File: src/rtl/eeseq_pkg.sv
// Shared types, codes and constants of the EEPROM access sequencer.
// Depends on nothing; every other file takes names from here by scope.
`default_nettype none

package eeseq_pkg;

    // Width of the address and length fields on the ports
    localparam int ADDR_FIELD_W = 16;
    localparam int ADDR_WIDTH_DEF = 16;
    // Results one input word can cause, and depth of the queue between the halves
    localparam int MAX_RES = 4;
    localparam int QUEUE_DEPTH_DEF = 2;
    localparam int CFG_INDEX_W = 3;
    localparam int CFG_DATA_W = 17;

    // Configuration register indexes
    localparam logic [CFG_INDEX_W-1:0] REG_CHIP_SIZE = 3'd0;
    localparam logic [CFG_INDEX_W-1:0] REG_PAGE_LOG2 = 3'd1;
    localparam logic [CFG_INDEX_W-1:0] REG_CTRL_WR = 3'd2;
    localparam logic [CFG_INDEX_W-1:0] REG_CTRL_RD = 3'd3;
    localparam logic [CFG_INDEX_W-1:0] REG_TWO_BYTE = 3'd4;

    typedef enum logic [2:0] {
        OP_READ_REQ  = 3'd0,
        OP_WRITE_REQ = 3'd1,
        OP_WR_DATA   = 3'd2,
        OP_BUS_ACK   = 3'd3,
        OP_BUS_READ  = 3'd4
    } op_t;

    typedef enum logic [3:0] {
        CMD_START = 4'd0,
        CMD_WRITE = 4'd1,
        CMD_RACK  = 4'd2,
        CMD_RNACK = 4'd3,
        CMD_STOP  = 4'd4,
        CMD_WAIT  = 4'd5,
        CMD_DATA  = 4'd6,
        CMD_DONE  = 4'd7,
        CMD_NEED  = 4'd8
    } cmd_t;

    typedef enum logic [1:0] {
        ST_OK       = 2'd0,
        ST_BAD_ADDR = 2'd1,
        ST_RD_NACK  = 2'd2,
        ST_WR_FAIL  = 2'd3
    } status_t;

    typedef enum logic [3:0] {
        PH_IDLE      = 4'd0,
        PH_RD_CTRL   = 4'd1,
        PH_RD_AHI    = 4'd2,
        PH_RD_ALO    = 4'd3,
        PH_RD_CTRLRD = 4'd4,
        PH_RD_DATA   = 4'd5,
        PH_WR_CTRL   = 4'd6,
        PH_WR_AHI    = 4'd7,
        PH_WR_ALO    = 4'd8,
        PH_WR_NEED   = 4'd9,
        PH_WR_DACK   = 4'd10
    } phase_t;

    // One bus command or host notice
    typedef struct packed {
        cmd_t       cmd;
        logic [7:0] byte_value;
        status_t    status;
    } res_t;

    // All results of one input word; last_idx marks the final entry
    typedef struct packed {
        logic [1:0]          last_idx;
        res_t [MAX_RES-1:0]  ent;
    } burst_t;

    // Configuration as seen by the front end
    typedef struct packed {
        logic [16:0] chip_size;
        logic [3:0]  page_log2;
        logic [7:0]  ctrl_wr;
        logic [7:0]  ctrl_rd;
        logic        two_byte;
    } cfg_t;

endpackage

`default_nettype wire

File: src/rtl/eeseq_front.sv
// Front end: takes input words, runs the access state and builds the burst
// of results each word causes. Uses eeseq_pkg.
`default_nettype none

module eeseq_front #(
    parameter int ADDR_WIDTH = eeseq_pkg::ADDR_WIDTH_DEF
) (
    input  wire                      clk,
    input  wire                      rst_n,
    input  wire eeseq_pkg::cfg_t     cfg,
    input  wire                      accept,
    input  wire [2:0]                operation,
    input  wire [15:0]               address,
    input  wire [15:0]               length,
    input  wire [7:0]                data_byte,
    input  wire                      ack,
    output logic                     q_push,
    output eeseq_pkg::burst_t        q_data
);

    eeseq_pkg::phase_t       phase_reg, phase_next;
    logic [ADDR_WIDTH-1:0]   addr_reg, addr_next;
    logic [15:0]             rem_reg, rem_next;
    logic [8:0]              pbl_reg, pbl_next;

    logic [ADDR_WIDTH-1:0]   req_addr;
    logic [15:0]             req_addr16;
    logic [15:0]             cur_addr16;
    logic [ADDR_WIDTH:0]     addr_inc;
    logic [ADDR_WIDTH-1:0]   wrap_addr;
    logic [15:0]             wrap_addr16;
    logic [15:0]             rem_dec;
    logic [8:0]              pbl_dec;
    logic [2:0]              n_res;

    function automatic eeseq_pkg::res_t mk(input eeseq_pkg::cmd_t c, input logic [7:0] b,
                                           input eeseq_pkg::status_t s);
        eeseq_pkg::res_t r;
        r.cmd = c;
        r.byte_value = b;
        r.status = s;
        return r;
    endfunction

    // Merge the high address bits into the control byte unless sent apart
    function automatic logic [7:0] ctrl_byte(input logic [7:0] base, input logic two,
                                             input logic [7:0] ahi);
        return two ? base : base + {ahi[6:0], 1'b0};
    endfunction

    // Bytes up to the next page boundary, capped by what is left
    function automatic logic [8:0] chunk(input logic [3:0] lg, input logic [7:0] off,
                                         input logic [15:0] rem);
        logic [3:0] lg_c;
        logic [8:0] page;
        logic [8:0] room;
        lg_c = (lg > 4'd8) ? 4'd8 : lg;
        page = 9'd1 << lg_c;
        room = page - ({1'b0, off} & (page - 9'd1));
        return ({7'd0, room} > rem) ? rem[8:0] : room;
    endfunction

    // Address helpers
    assign req_addr    = address[ADDR_WIDTH-1:0];
    assign req_addr16  = 16'(req_addr);
    assign cur_addr16  = 16'(addr_reg);
    assign addr_inc    = {1'b0, addr_reg} + {{ADDR_WIDTH{1'b0}}, 1'b1};
    assign wrap_addr   = (17'(addr_inc) >= cfg.chip_size) ? '0 : addr_inc[ADDR_WIDTH-1:0];
    assign wrap_addr16 = 16'(wrap_addr);
    assign rem_dec     = rem_reg - 16'd1;
    assign pbl_dec     = pbl_reg - 9'd1;

    // Advance the access state and collect the results of one word
    always_comb
    begin
        phase_next = phase_reg;
        addr_next  = addr_reg;
        rem_next   = rem_reg;
        pbl_next   = pbl_reg;
        n_res      = 3'd0;
        q_data     = '0;
        unique case (operation)
            eeseq_pkg::OP_READ_REQ, eeseq_pkg::OP_WRITE_REQ:
            begin
                if (phase_reg == eeseq_pkg::PH_IDLE)
                begin
                    if ({1'b0, address} >= cfg.chip_size)
                    begin
                        q_data.ent[0] = mk(eeseq_pkg::CMD_DONE, 8'd0, eeseq_pkg::ST_BAD_ADDR);
                        n_res = 3'd1;
                    end
                    else if (length == 16'd0)
                    begin
                        q_data.ent[0] = mk(eeseq_pkg::CMD_DONE, 8'd0, eeseq_pkg::ST_OK);
                        n_res = 3'd1;
                    end
                    else
                    begin
                        addr_next = req_addr;
                        rem_next  = length;
                        if (operation == eeseq_pkg::OP_WRITE_REQ)
                        begin
                            pbl_next   = chunk(cfg.page_log2, req_addr16[7:0], length);
                            phase_next = eeseq_pkg::PH_WR_CTRL;
                        end
                        else
                        begin
                            pbl_next   = 9'd0;
                            phase_next = eeseq_pkg::PH_RD_CTRL;
                        end
                        q_data.ent[0] = mk(eeseq_pkg::CMD_START, 8'd0, eeseq_pkg::ST_OK);
                        q_data.ent[1] = mk(eeseq_pkg::CMD_WRITE,
                                           ctrl_byte(cfg.ctrl_wr, cfg.two_byte, req_addr16[15:8]),
                                           eeseq_pkg::ST_OK);
                        n_res = 3'd2;
                    end
                end
            end
            eeseq_pkg::OP_WR_DATA:
            begin
                if (phase_reg == eeseq_pkg::PH_WR_NEED)
                begin
                    q_data.ent[0] = mk(eeseq_pkg::CMD_WRITE, data_byte, eeseq_pkg::ST_OK);
                    n_res = 3'd1;
                    phase_next = eeseq_pkg::PH_WR_DACK;
                end
            end
            eeseq_pkg::OP_BUS_ACK:
            begin
                unique case (phase_reg)
                    eeseq_pkg::PH_RD_CTRL, eeseq_pkg::PH_RD_AHI, eeseq_pkg::PH_RD_ALO,
                    eeseq_pkg::PH_RD_CTRLRD:
                    begin
                        if (!ack)
                        begin
                            q_data.ent[0] = mk(eeseq_pkg::CMD_STOP, 8'd0, eeseq_pkg::ST_OK);
                            q_data.ent[1] = mk(eeseq_pkg::CMD_DONE, 8'd0, eeseq_pkg::ST_RD_NACK);
                            n_res = 3'd2;
                            phase_next = eeseq_pkg::PH_IDLE;
                        end
                        else if (phase_reg == eeseq_pkg::PH_RD_CTRL)
                        begin
                            q_data.ent[0] = mk(eeseq_pkg::CMD_WRITE,
                                               cfg.two_byte ? cur_addr16[15:8] : cur_addr16[7:0],
                                               eeseq_pkg::ST_OK);
                            n_res = 3'd1;
                            phase_next = cfg.two_byte ? eeseq_pkg::PH_RD_AHI
                                                      : eeseq_pkg::PH_RD_ALO;
                        end
                        else if (phase_reg == eeseq_pkg::PH_RD_AHI)
                        begin
                            q_data.ent[0] = mk(eeseq_pkg::CMD_WRITE, cur_addr16[7:0],
                                               eeseq_pkg::ST_OK);
                            n_res = 3'd1;
                            phase_next = eeseq_pkg::PH_RD_ALO;
                        end
                        else if (phase_reg == eeseq_pkg::PH_RD_ALO)
                        begin
                            // Repeated start, then the read control byte
                            q_data.ent[0] = mk(eeseq_pkg::CMD_START, 8'd0, eeseq_pkg::ST_OK);
                            q_data.ent[1] = mk(eeseq_pkg::CMD_WRITE,
                                               ctrl_byte(cfg.ctrl_rd, cfg.two_byte,
                                                         cur_addr16[15:8]),
                                               eeseq_pkg::ST_OK);
                            n_res = 3'd2;
                            phase_next = eeseq_pkg::PH_RD_CTRLRD;
                        end
                        else
                        begin
                            q_data.ent[0] = mk((rem_reg == 16'd1) ? eeseq_pkg::CMD_RNACK
                                                                  : eeseq_pkg::CMD_RACK,
                                               8'd0, eeseq_pkg::ST_OK);
                            n_res = 3'd1;
                            phase_next = eeseq_pkg::PH_RD_DATA;
                        end
                    end
                    eeseq_pkg::PH_WR_CTRL, eeseq_pkg::PH_WR_AHI, eeseq_pkg::PH_WR_ALO,
                    eeseq_pkg::PH_WR_DACK:
                    begin
                        if (!ack)
                        begin
                            q_data.ent[0] = mk(eeseq_pkg::CMD_STOP, 8'd0, eeseq_pkg::ST_OK);
                            q_data.ent[1] = mk(eeseq_pkg::CMD_DONE, 8'd0, eeseq_pkg::ST_WR_FAIL);
                            n_res = 3'd2;
                            phase_next = eeseq_pkg::PH_IDLE;
                        end
                        else if (phase_reg == eeseq_pkg::PH_WR_CTRL)
                        begin
                            q_data.ent[0] = mk(eeseq_pkg::CMD_WRITE,
                                               cfg.two_byte ? cur_addr16[15:8] : cur_addr16[7:0],
                                               eeseq_pkg::ST_OK);
                            n_res = 3'd1;
                            phase_next = cfg.two_byte ? eeseq_pkg::PH_WR_AHI
                                                      : eeseq_pkg::PH_WR_ALO;
                        end
                        else if (phase_reg == eeseq_pkg::PH_WR_AHI)
                        begin
                            q_data.ent[0] = mk(eeseq_pkg::CMD_WRITE, cur_addr16[7:0],
                                               eeseq_pkg::ST_OK);
                            n_res = 3'd1;
                            phase_next = eeseq_pkg::PH_WR_ALO;
                        end
                        else if (phase_reg == eeseq_pkg::PH_WR_ALO)
                        begin
                            q_data.ent[0] = mk(eeseq_pkg::CMD_NEED, 8'd0, eeseq_pkg::ST_OK);
                            n_res = 3'd1;
                            phase_next = eeseq_pkg::PH_WR_NEED;
                        end
                        else
                        begin
                            // Data byte acknowledged: step counters, close the page at its end
                            pbl_next = pbl_dec;
                            rem_next = rem_dec;
                            if (pbl_dec != 9'd0)
                            begin
                                addr_next = addr_inc[ADDR_WIDTH-1:0];
                                q_data.ent[0] = mk(eeseq_pkg::CMD_NEED, 8'd0, eeseq_pkg::ST_OK);
                                n_res = 3'd1;
                                phase_next = eeseq_pkg::PH_WR_NEED;
                            end
                            else
                            begin
                                addr_next = wrap_addr;
                                q_data.ent[0] = mk(eeseq_pkg::CMD_STOP, 8'd0, eeseq_pkg::ST_OK);
                                q_data.ent[1] = mk(eeseq_pkg::CMD_WAIT, 8'd0, eeseq_pkg::ST_OK);
                                if (rem_dec != 16'd0)
                                begin
                                    // Size the next page from the wrapped address
                                    pbl_next = chunk(cfg.page_log2, wrap_addr16[7:0], rem_dec);
                                    q_data.ent[2] = mk(eeseq_pkg::CMD_START, 8'd0,
                                                       eeseq_pkg::ST_OK);
                                    q_data.ent[3] = mk(eeseq_pkg::CMD_WRITE,
                                                       ctrl_byte(cfg.ctrl_wr, cfg.two_byte,
                                                                 wrap_addr16[15:8]),
                                                       eeseq_pkg::ST_OK);
                                    n_res = 3'd4;
                                    phase_next = eeseq_pkg::PH_WR_CTRL;
                                end
                                else
                                begin
                                    q_data.ent[2] = mk(eeseq_pkg::CMD_DONE, 8'd0,
                                                       eeseq_pkg::ST_OK);
                                    n_res = 3'd3;
                                    phase_next = eeseq_pkg::PH_IDLE;
                                end
                            end
                        end
                    end
                    default:
                    begin
                        n_res = 3'd0;
                    end
                endcase
            end
            eeseq_pkg::OP_BUS_READ:
            begin
                if (phase_reg == eeseq_pkg::PH_RD_DATA)
                begin
                    rem_next = rem_dec;
                    q_data.ent[0] = mk(eeseq_pkg::CMD_DATA, data_byte, eeseq_pkg::ST_OK);
                    if (rem_dec != 16'd0)
                    begin
                        q_data.ent[1] = mk((rem_dec == 16'd1) ? eeseq_pkg::CMD_RNACK
                                                              : eeseq_pkg::CMD_RACK,
                                           8'd0, eeseq_pkg::ST_OK);
                        n_res = 3'd2;
                    end
                    else
                    begin
                        q_data.ent[1] = mk(eeseq_pkg::CMD_STOP, 8'd0, eeseq_pkg::ST_OK);
                        q_data.ent[2] = mk(eeseq_pkg::CMD_DONE, 8'd0, eeseq_pkg::ST_OK);
                        n_res = 3'd3;
                        phase_next = eeseq_pkg::PH_IDLE;
                    end
                end
            end
            default:
            begin
                n_res = 3'd0;
            end
        endcase
        q_data.last_idx = 2'(n_res - 3'd1);
        q_push = accept && (n_res != 3'd0);
    end

    // Hold the access state; update only on an accepted word
    always_ff @(posedge clk or negedge rst_n)
    begin
        if (!rst_n)
        begin
            phase_reg <= eeseq_pkg::PH_IDLE;
            addr_reg  <= '0;
            rem_reg   <= '0;
            pbl_reg   <= '0;
        end
        else if (accept)
        begin
            phase_reg <= phase_next;
            addr_reg  <= addr_next;
            rem_reg   <= rem_next;
            pbl_reg   <= pbl_next;
        end
    end

endmodule

`default_nettype wire

File: src/rtl/eeseq_fifo.sv
// Short queue of result bursts between front end and back end.
// Uses eeseq_pkg for the burst type.
`default_nettype none

module eeseq_fifo #(
    parameter int DEPTH = eeseq_pkg::QUEUE_DEPTH_DEF
) (
    input  wire                       clk,
    input  wire                       rst_n,
    input  wire                       wr_en,
    input  wire eeseq_pkg::burst_t    wr_data,
    output logic                      full,
    input  wire                       rd_en,
    output eeseq_pkg::burst_t         rd_data,
    output logic                      empty
);

    localparam int PTR_W = (DEPTH > 1) ? $clog2(DEPTH) : 1;
    localparam int CNT_W = $clog2(DEPTH + 1);

    eeseq_pkg::burst_t   mem_reg [DEPTH];
    logic [PTR_W-1:0]    wr_ptr_reg, rd_ptr_reg;
    logic [CNT_W-1:0]    cnt_reg;

    assign full    = (cnt_reg == CNT_W'(DEPTH));
    assign empty   = (cnt_reg == '0);
    assign rd_data = mem_reg[rd_ptr_reg];

    // Store pushed bursts
    always_ff @(posedge clk)
    begin
        if (wr_en)
        begin
            mem_reg[wr_ptr_reg] <= wr_data;
        end
    end

    // Advance pointers and fill count
    always_ff @(posedge clk or negedge rst_n)
    begin
        if (!rst_n)
        begin
            wr_ptr_reg <= '0;
            rd_ptr_reg <= '0;
            cnt_reg    <= '0;
        end
        else
        begin
            if (wr_en)
            begin
                wr_ptr_reg <= (wr_ptr_reg == PTR_W'(DEPTH - 1)) ? '0 : wr_ptr_reg + 1'b1;
            end
            if (rd_en)
            begin
                rd_ptr_reg <= (rd_ptr_reg == PTR_W'(DEPTH - 1)) ? '0 : rd_ptr_reg + 1'b1;
            end
            if (wr_en && !rd_en)
            begin
                cnt_reg <= cnt_reg + 1'b1;
            end
            else if (rd_en && !wr_en)
            begin
                cnt_reg <= cnt_reg - 1'b1;
            end
        end
    end

endmodule

`default_nettype wire

File: src/rtl/eeseq_back.sv
// Back end: unpacks queued bursts and presents one result word per cycle
// on the output queue interface while pop is high. Uses eeseq_pkg.
`default_nettype none

module eeseq_back (
    input  wire                      clk,
    input  wire                      rst_n,
    input  wire eeseq_pkg::burst_t   q_data,
    input  wire                      q_empty,
    output logic                     q_pop,
    output logic                     empty,
    input  wire                      pop,
    output logic [3:0]               command,
    output logic [7:0]               byte_value,
    output logic [1:0]               status,
    output logic                     last
);

    eeseq_pkg::burst_t  rec_reg;
    logic [1:0]         idx_reg;
    logic               valid_reg;
    logic               take;
    eeseq_pkg::res_t    cur;

    assign cur        = rec_reg.ent[idx_reg];
    assign empty      = !valid_reg;
    assign command    = cur.cmd;
    assign byte_value = cur.byte_value;
    assign status     = cur.status;
    assign last       = (idx_reg == rec_reg.last_idx);

    // Load the next burst when nothing is shown or the final word leaves
    assign take  = pop && valid_reg;
    assign q_pop = !q_empty && (!valid_reg || (take && last));

    always_ff @(posedge clk)
    begin
        if (q_pop)
        begin
            rec_reg <= q_data;
        end
    end

    // Step through the entries of the shown burst
    always_ff @(posedge clk or negedge rst_n)
    begin
        if (!rst_n)
        begin
            valid_reg <= 1'b0;
            idx_reg   <= '0;
        end
        else if (q_pop)
        begin
            valid_reg <= 1'b1;
            idx_reg   <= '0;
        end
        else if (take)
        begin
            if (last)
            begin
                valid_reg <= 1'b0;
                idx_reg   <= '0;
            end
            else
            begin
                idx_reg <= idx_reg + 2'd1;
            end
        end
    end

endmodule

`default_nettype wire

File: src/rtl/i2c_eeprom_access_sequencer.sv
// Top level of the serial EEPROM access sequencer: configuration registers,
// front end, burst queue and back end. Uses eeseq_pkg and the eeseq_* modules.
//
//   Channel   Handshake          Payload
//   input     push / full        operation, address, length, data_byte, ack
//   result    empty / pop        command, byte_value, status, last
//   config    cfg_we             cfg_index, cfg_data
//
// An input word is taken whenever the burst queue has room; the front end
// turns it into up to four results in the cycle that it is taken.
// The back end shows one result per cycle while pop is high, so a word with
// k results holds the result side until all are popped; the two-entry burst
// queue absorbs the rest. Words that cause no result are taken and dropped
// without using the queue. Ready right after reset; no clearing pass.
`default_nettype none

module i2c_eeprom_access_sequencer #(
    parameter int ADDR_WIDTH  = eeseq_pkg::ADDR_WIDTH_DEF,
    parameter int QUEUE_DEPTH = eeseq_pkg::QUEUE_DEPTH_DEF
) (
    input  wire         clk,
    input  wire         rst_n,
    // input words
    input  wire         push,
    output logic        full,
    input  wire  [2:0]  operation,
    input  wire  [15:0] address,
    input  wire  [15:0] length,
    input  wire  [7:0]  data_byte,
    input  wire         ack,
    // result words
    output logic        empty,
    input  wire         pop,
    output logic [3:0]  command,
    output logic [7:0]  byte_value,
    output logic [1:0]  status,
    output logic        last,
    // configuration writes
    input  wire         cfg_we,
    input  wire  [eeseq_pkg::CFG_INDEX_W-1:0] cfg_index,
    input  wire  [eeseq_pkg::CFG_DATA_W-1:0]  cfg_data
);

    eeseq_pkg::cfg_t    cfg_reg;
    eeseq_pkg::burst_t  fq_wdata, fq_rdata;
    logic               accept;
    logic               q_push;
    logic               q_pop;
    logic               q_empty;

    assign accept = push && !full;

    // Hold configuration registers
    always_ff @(posedge clk or negedge rst_n)
    begin
        if (!rst_n)
        begin
            cfg_reg.chip_size <= 17'd256;
            cfg_reg.page_log2 <= 4'd4;
            cfg_reg.ctrl_wr   <= 8'd160;
            cfg_reg.ctrl_rd   <= 8'd161;
            cfg_reg.two_byte  <= 1'b0;
        end
        else if (cfg_we)
        begin
            unique case (cfg_index)
                eeseq_pkg::REG_CHIP_SIZE: cfg_reg.chip_size <= cfg_data[16:0];
                eeseq_pkg::REG_PAGE_LOG2: cfg_reg.page_log2 <= cfg_data[3:0];
                eeseq_pkg::REG_CTRL_WR:   cfg_reg.ctrl_wr   <= cfg_data[7:0];
                eeseq_pkg::REG_CTRL_RD:   cfg_reg.ctrl_rd   <= cfg_data[7:0];
                eeseq_pkg::REG_TWO_BYTE:  cfg_reg.two_byte  <= cfg_data[0];
                default:                  cfg_reg           <= cfg_reg;
            endcase
        end
    end

    eeseq_front #(
        .ADDR_WIDTH (ADDR_WIDTH)
    ) u_front (
        .clk       (clk),
        .rst_n     (rst_n),
        .cfg       (cfg_reg),
        .accept    (accept),
        .operation (operation),
        .address   (address),
        .length    (length),
        .data_byte (data_byte),
        .ack       (ack),
        .q_push    (q_push),
        .q_data    (fq_wdata)
    );

    eeseq_fifo #(
        .DEPTH (QUEUE_DEPTH)
    ) u_fifo (
        .clk     (clk),
        .rst_n   (rst_n),
        .wr_en   (q_push),
        .wr_data (fq_wdata),
        .full    (full),
        .rd_en   (q_pop),
        .rd_data (fq_rdata),
        .empty   (q_empty)
    );

    eeseq_back u_back (
        .clk        (clk),
        .rst_n      (rst_n),
        .q_data     (fq_rdata),
        .q_empty    (q_empty),
        .q_pop      (q_pop),
        .empty      (empty),
        .pop        (pop),
        .command    (command),
        .byte_value (byte_value),
        .status     (status),
        .last       (last)
    );

`ifndef NO_ASSERTIONS
    // A word that is not the final one of its burst leaves a follower behind
    a_burst_continues: assert property (@(posedge clk) disable iff (!rst_n)
        (pop && !empty && !last) |=> !empty)
        else $error("burst ended early");

    // Done always closes the results of its word
    a_done_is_last: assert property (@(posedge clk) disable iff (!rst_n)
        (!empty && command == eeseq_pkg::CMD_DONE) |-> last)
        else $error("done word not marked last");

    // Status carries a code only together with done
    a_status_with_done: assert property (@(posedge clk) disable iff (!rst_n)
        (!empty && command != eeseq_pkg::CMD_DONE) |-> status == eeseq_pkg::ST_OK)
        else $error("status set without done");

    // Queue never written while full
    a_no_overflow: assert property (@(posedge clk) disable iff (!rst_n)
        q_push |-> !full)
        else $error("burst queue overflow");
`endif

endmodule

`default_nettype wire
File: config.mk
export PLATFORM = sky130hd
export DESIGN_NAME = i2c_eeprom_access_sequencer
export DESIGN_NICKNAME = d
export VERILOG_FILES = /design/src/rtl/eeseq_pkg.sv /design/src/rtl/eeseq_front.sv /design/src/rtl/eeseq_fifo.sv /design/src/rtl/eeseq_back.sv /design/src/rtl/i2c_eeprom_access_sequencer.sv
export SDC_FILE = /design/constraint.sdc
export NUM_CORES = 1
export LEC_CHECK = 0
export ABC_CLOCK_PERIOD_IN_PS = 8700
export BUFFER_PORTS_ARGS = -buffer_cell sky130_fd_sc_hd__buf_2
export CAP_MARGIN = 20
export CORE_UTILIZATION = 49
export DETAILED_ROUTE_END_ITERATION = 10
export PLACE_DENSITY = 0.67
export SYNTH_ARGS = -nofsm -noshare
export SYNTH_HDL_FRONTEND = slang
export SYNTH_SLANG_ARGS = --single-unit
File: constraint.sdc
create_clock -name clk -period 8.7 [get_ports clk]
set_input_delay 1.74 -clock clk [delete_from_list [all_inputs] [get_ports clk]]
set_output_delay 1.74 -clock clk [all_outputs]
set_load 0.05 [all_outputs]
==> results of run 1 <==
==> cell families after synthesis <==
logic type | synth area share [%]
flip-flops | 42.5
adder cells (fa/ha/maj) | 8.68
buffers and inverters | 4.24
XOR/XNOR | 4.00
AND/OR/NAND/NOR | 15.8
AO/OA/AOI/OAI | 17.3
multiplexers | 7.48
==> layout make-up <==
cell class	count	area (µm²)
flip-flops and latches	204	5680
repair buffers	101	568
fillers	2409	11900
clock buffers	30	644
clock inverters	14	203
well taps	341	427
multi-input cells	1048	7140
inverters	78	294
==> stage by stage <==
| stage | worst slack [ns] | cells |
|---|---|---|
| after floorplan | 1.97 | 1396 |
| after global placement | 1.46 | 1769 |
| after detailed placement | 1.19 | 1769 |
| after CTS | 1.14 | 1813 |
| after global routing | 0.427 | 1816 |
| final | 1.03 | 1816 |
==> worst max-delay path: cells and delay by family, from the launching register on <==
family	cells	cell delay [ns]
XOR/XNOR	2	0.30
AO/OA/AOI/OAI	11	2.76
flip-flops	1	0.55
buffers and inverters	1	0.11
AND/OR/NAND/NOR	12	2.99
adder cells (fa/ha/maj)	3	0.81
==> per-layer routing <==
layer	routed length (µm)	global-route usage (%)
met4	659	5.86
met2	16200	40.6
met1	16100	36.5
met3	2210	3.05
met5	0	0
==> path summary, 6_finish.rpt <==
check                                                start                             end  slack (ns)  cells after the start
max reg2reg                u_front.addr_reg[0]$_DFFE_PN0P_  u_front.pbl_reg[6]$_DFFE_PN0P_        1.03                     29
min in group asynchronous                            rst_n   u_fifo.rd_ptr_reg$_DFFE_PN0P_        1.17                      1
min                          u_fifo.cnt_reg[1]$_DFFE_PN0P_    u_back.valid_reg$_DFFE_PN0P_        0.53                      2
max                        u_front.addr_reg[0]$_DFFE_PN0P_  u_front.pbl_reg[6]$_DFFE_PN0P_        1.03                     29
min reg2reg                  u_fifo.cnt_reg[1]$_DFFE_PN0P_    u_back.valid_reg$_DFFE_PN0P_        0.53                      2
max in group asynchronous                            rst_n         cfg_reg[20]$_DFFE_PN0P_        6.33                      2
==> cell usage in the layout, fill, tap and decap left out, types with 9 or more instances in the layout <==
cell       instances
a21oi_1           85
buf_4             15
xor2_1            25
nand4_1           10
clkbuf_16         25
dfrtp_1           83
nand2_1          117
a22oi_1           16
or3_1             13
inv_1             76
a211oi_1           9
mux2i_1           29
ha_1              88
a21o_1            26
o22ai_1           17
a32oi_1           10
and3_1             9
xnor2_1           36
nor3_1            43
a31oi_1           14
nor2_1           133
mux2_2            59
nand3_1           29
buf_2             84
and2_1            13
nand2b_1          13
o21ai_0          115
edfxtp_1         114
nor2b_1           12
==> where the power goes <==
part	switching (mW)	leakage [nW]	internal, mW
clock network	0.401	0.402	0.674
logic	1.53	3.67	1.01
registers	0.302	2.15	1.30
==> flow_metrics.py, run 1 <==
metrics = {
    "die": {
        "die_w_um": 167,
        "boundaryPins": 86,
        "fp.dieArea_um2": 28000,
        "row_count": 60,
        "initial_core_util_pct": 49.8,
        "die_h_um": 167,
        "core_area_um2": 26900,
    },
    "sta": {
        "clock_skew_ns": 0.0168,
        "period_share_pct": 88.1,
        "relSlewSlack_pct": 35.2,
        "period_needed_ns": 7.67,
        "worstMarginPinSlew_ns": 0.970,
        "hold_viol_final": 0,
        "fmax_ghz": 0.130,
        "final.setup.tns_ns": 0,
        "slew_violations": 0,
        "rsz0062_at_grt": "false",
        "setup_viol": 0,
        "timing.hold.ws_ns": 0.525,
    },
    "finish": {
        "postLayoutCoreUtil_pct": 55.7,
        "nNetsFinal": 1617,
        "design_area_um2": 15000,
        "antenna_cells": 0,
        "largest_reg_flops": 76,
        "drive_gt1_share_pct": 15.0,
        "syn_to_final_growth_pct": 11.9,
    },
    "run": {
        "maxCapViolations": 0,
    },
    "cts": {
        "clockRootBuffer": "clkbuf_16",
        "clk_path_buf_depth": 3,
        "htreeDepth": 1,
        "post_cts_buffers": 0,
        "cts_resized": 0,
        "clkLatencyLatePin_ns": 0.52,
        "ctsHoldBuffers": 0,
        "cts_buffers": 24,
        "cts.clk_slew.worst_paths_ns": 0.06,
        "cts_tree": "yes",
        "clock-sinks": 204,
    },
    "setup_path": {
        "worstSetupEndpointType": "flip-flop",
        "crit_top_cell": "ha_1",
        "max_stage_delay_ns": 0.55,
        "crit_fanout": 13,
        "worstPathArrival_ns": 8.06,
        "required_ns": 9.09,
        "worst-setup-path-type": "reg2reg",
        "cp_slowest_cell": "dfrtp_1",
        "start_kind": "flip-flop",
    },
    "power_and_ir_drop": {
        "vdd_ir_drop_max_mv": 0.177,
        "p_leak_nw": 6.23,
        "power_density_nw_per_um2": 349,
        "power_mw": 5.22,
    },
    "place": {
        "portBuffers": 85,
        "dpl_cell_area_um2": 14100,
        "place_congestion": 0.976,
        "hpwlAfterDp_um": 26100,
    },
    "yosys": {
        "synth.top_cell.area_share_pct": 25.6,
        "ys_top_cells_by_count": "nor2_1, nand2_1, o21ai_0, edfxtp_1, ha_1",
        "syn_nets": 1556,
        "synthCells": 1396,
        "synth_cell_types": 83,
        "syn_avg_cell_area_um2": 9.58,
        "synth_area_leaders": "edfxtp_1, dfrtp_1, ha_1, mux2_2, o21ai_0",
        "yosys.area.top_type": "edfxtp_1",
        "async_flop_share_pct": 44.1,
        "ys_warn_count": 0,
        "ys_ff_latch": 204,
        "netlist_area_um2": 13400,
        "synth-edff-count": 114,
        "dominantRegCellSynth": "edfxtp_1",
        "ys_seq_area_share_pct": 42.5,
        "yosysMostFrequentCell": "nor2_1",
    },
    "global_route": {
        "grt_pass1_vias": 10136,
        "grt_pass1_wl_um": 56000,
        "antenna_found_initial": 0,
        "grt_max_degree": 62,
        "grt_overflow": 0,
        "track_usage_pct": 25.3,
    },
    "detailed_routing": {
        "wl_per_cell_um": 19.4,
        "ant_nets": 0,
        "via_per_inst": 5.96,
        "drt_iter0_drc": 1018,
        "drcViolationCount": 0,
        "drt_wl_total_um": 35200,
        "vias": 10818,
        "dr.pass1.iters": 7,
    },
    "min_path": {
        "min_path_type": "reg2reg",
    },
    "outcome": {
        "run_status": "complete, no violations",
    },
}
Power figures use the tool's default switching activity.
==> run 2, diff against run 1 <==
- BUFFER_PORTS_ARGS: -buffer_cell sky130_fd_sc_hd__buf_2 -> not set
- DONT_BUFFER_PORTS: not set -> 1
- PLACE_DENSITY: 0.67 -> not set
==> run 2 against run 1 <==
Sequential power hardly changed. Setup slack worse by 0.023 ns. Highest routed layer is now met5. Critical path depth stayed put. Flip-flop and latch count stayed put. Clock power is 14% lower. Largest power group unchanged. Largest cell class unchanged. Core utilization is 2.2 points lower. Design area is 4.0% lower.
==> flow_metrics.py, run 2 (synthesized netlist as in run 1, its figures left out) <==
metrics = {
    "cts": {
        "clockRootBuffer": "clkbuf_16",
        "clkLatencyLatePin_ns": 0.51,
        "clock-sinks": 204,
        "cts_resized": 0,
        "cts_buffers": 23,
        "clk_path_buf_depth": 3,
        "cts.clk_slew.worst_paths_ns": 0.06,
        "ctsHoldBuffers": 0,
        "post_cts_buffers": 0,
        "htreeDepth": 1,
        "cts_tree": "yes",
    },
    "sta": {
        "fin_ws_ns": 1.01,
        "slew_violations": 0,
        "hold_viol_final": 0,
        "period_needed_ns": 7.69,
        "final.setup.tns_ns": 0,
        "period_share_pct": 88.4,
        "relSlewSlack_pct": 34.0,
        "worstMarginPinSlew_ns": 0.990,
        "clock_skew_ns": 0.0148,
        "fmax_ghz": 0.130,
        "rsz0062_at_grt": "false",
        "setup_viol": 0,
    },
    "detailed_routing": {
        "drcViolationCount": 0,
        "ant_nets": 0,
        "wl_per_cell_um": 20.6,
        "dr.pass1.iters": 6,
        "drt_wl_total_um": 35600,
        "vias": 10452,
        "drt_iter0_drc": 779,
        "via_per_inst": 6.06,
    },
    "finish": {
        "nFillCells": 2470,
        "final_common_cell": "nor2_1",
        "antenna_cells": 0,
        "final_cells": 1725,
        "largest_reg_flops": 76,
        "drive_gt1_share_pct": 9.25,
        "syn_to_final_growth_pct": 7.42,
        "nNetsFinal": 1530,
        "layout_common_cells": "nor2_1, nand2_1, edfxtp_1",
    },
    "min_path": {
        "min_path_type": "reg2reg",
        "worstHoldStart": "u_fifo.cnt_reg[1]$_DFFE_PN0P_",
        "holdPathStages": 2,
        "whs_endpoint": "u_back.valid_reg$_DFFE_PN0P_",
    },
    "power_and_ir_drop": {
        "switching_share_pct": 43.9,
        "switchingPower_mw": 2.20,
        "p_seq_share_pct": 32.1,
        "power_mw": 5.01,
        "p_int_mw": 2.81,
        "p_comb_share_pct": 49.4,
        "vdd_ir_drop_max_mv": 0.145,
        "p_leak_nw": 5.81,
        "p_clk_share_pct": 18.5,
        "power_density_nw_per_um2": 349,
    },
    "setup_path": {
        "cp_slowest_cell": "dfrtp_1",
        "rrSetupSlack_ns": 1.01,
        "worstPathArrival_ns": 8.08,
        "required_ns": 9.09,
        "crit-reg2reg-capture": "u_front.pbl_reg[6]$_DFFE_PN0P_",
        "worstRegToRegCells": 29,
        "worstSetupEndpointType": "flip-flop",
        "reg2reg_from": "u_front.addr_reg[0]$_DFFE_PN0P_",
        "crit_top_cell": "ha_1",
        "worst-setup-path-type": "reg2reg",
        "start_kind": "flip-flop",
        "crit_fanout": 13,
        "max_stage_delay_ns": 0.56,
    },
    "global_route": {
        "grt_pass1_vias": 10079,
        "grt_overflow": 0,
        "grt_max_degree": 91,
        "track_usage_pct": 25.6,
        "grt_pass1_wl_um": 56100,
        "antenna_found_initial": 1,
    },
    "place": {
        "portBuffers": 0,
        "place_congestion": 0.899,
        "hpwlAfterDp_um": 26500,
        "dp.cells": 1683,
        "place_ws_ns": 1.13,
    },
    "die": {
        "boundaryPins": 86,
        "initial_core_util_pct": 49.8,
        "row_count": 60,
        "die_w_um": 167,
        "core_area_um2": 26900,
        "fp.dieArea_um2": 28000,
        "die_h_um": 167,
    },
    "outcome": {
        "run_status": "complete, no violations",
    },
    "run": {
        "maxCapViolations": 0,
    },
}
==> run 2: cell count changes in the layout (fill, tap and decap cells not counted), moves of 3 or more <==
cell / change
buf_2: -83
o21ai_0: -10
o21ai_1: +10
bufinv_16: -3
==> run 2: worst max-delay path by stage <==
stage                                         start                        endpoint  slack, ns  cells after the start
finish              u_front.addr_reg[0]$_DFFE_PN0P_  u_front.pbl_reg[6]$_DFFE_PN0P_       1.01                     29
global route        u_front.addr_reg[0]$_DFFE_PN0P_  u_front.pbl_reg[6]$_DFFE_PN0P_       0.41                     29
floorplan           u_front.addr_reg[0]$_DFFE_PN0P_  u_front.pbl_reg[6]$_DFFE_PN0P_       1.97                     31
CTS                 u_front.addr_reg[0]$_DFFE_PN0P_  u_front.pbl_reg[6]$_DFFE_PN0P_       1.09                     29
detailed placement  u_front.addr_reg[0]$_DFFE_PN0P_  u_front.pbl_reg[6]$_DFFE_PN0P_       1.13                     29
global placement    u_front.addr_reg[0]$_DFFE_PN0P_  u_front.pbl_reg[6]$_DFFE_PN0P_       1.34                     29
==> run 2: cell type report <==
class | count | area [µm²] | share of cell area, %
Clock buffer | 30 | 602 | 4.19
Sequential cell | 204 | 5680 | 39.6
Clock inverter | 9 | 96.3 | 0.671
Tap cell | 341 | 427 | 2.97
Inverter | 78 | 294 | 2.05
Multi-Input combinational cell | 1048 | 7150 | 49.8
Timing Repair Buffer | 15 | 114 | 0.793
==> run 2: power groups by stage <==
stage / logic (mW) / registers, mW / clock network [mW]
after floorplan: 2.01 / 1.47 / 0
after global placement: 2.43 / 1.61 / 0
after detailed placement: 2.44 / 1.62 / 0
after CTS: 2.46 / 1.60 / 0.942
after global routing: 2.75 / 1.65 / 0.977
final: 2.48 / 1.61 / 0.924
==> run 2: worst max-delay path, delay by kind of cell, from the launching register on <==
family          cells  cell delay (ns)
fa+ha+maj           3             0.82
buf+inv             1             0.11
xor+xnor            2             0.30
compound gates     11             2.72
simple gates       12             3.06
flops               1             0.56
==> run 2: through the flow <==
step | utilization [%] | hold slack, ns | area [µm²]
CTS | 53.4 | 0.524 | 14300
floorplan | - | 0.455 | 13400
global route | 53.4 | 0.551 | 14400
detailed placement | 50.8 | 0.511 | 13600
finish | 53.4 | 0.528 | 14400
global placement | 50.8 | 0.517 | 13600
==> run 2: routing by layer <==
metal	global-route usage [%]	vias to the layer above	wire, µm
met5	0	-	9
li1	-	5071	-
met3	4.30	67	2160
met2	40.7	330	16100
met1	35.7	4982	16400
met4	7.82	2	909
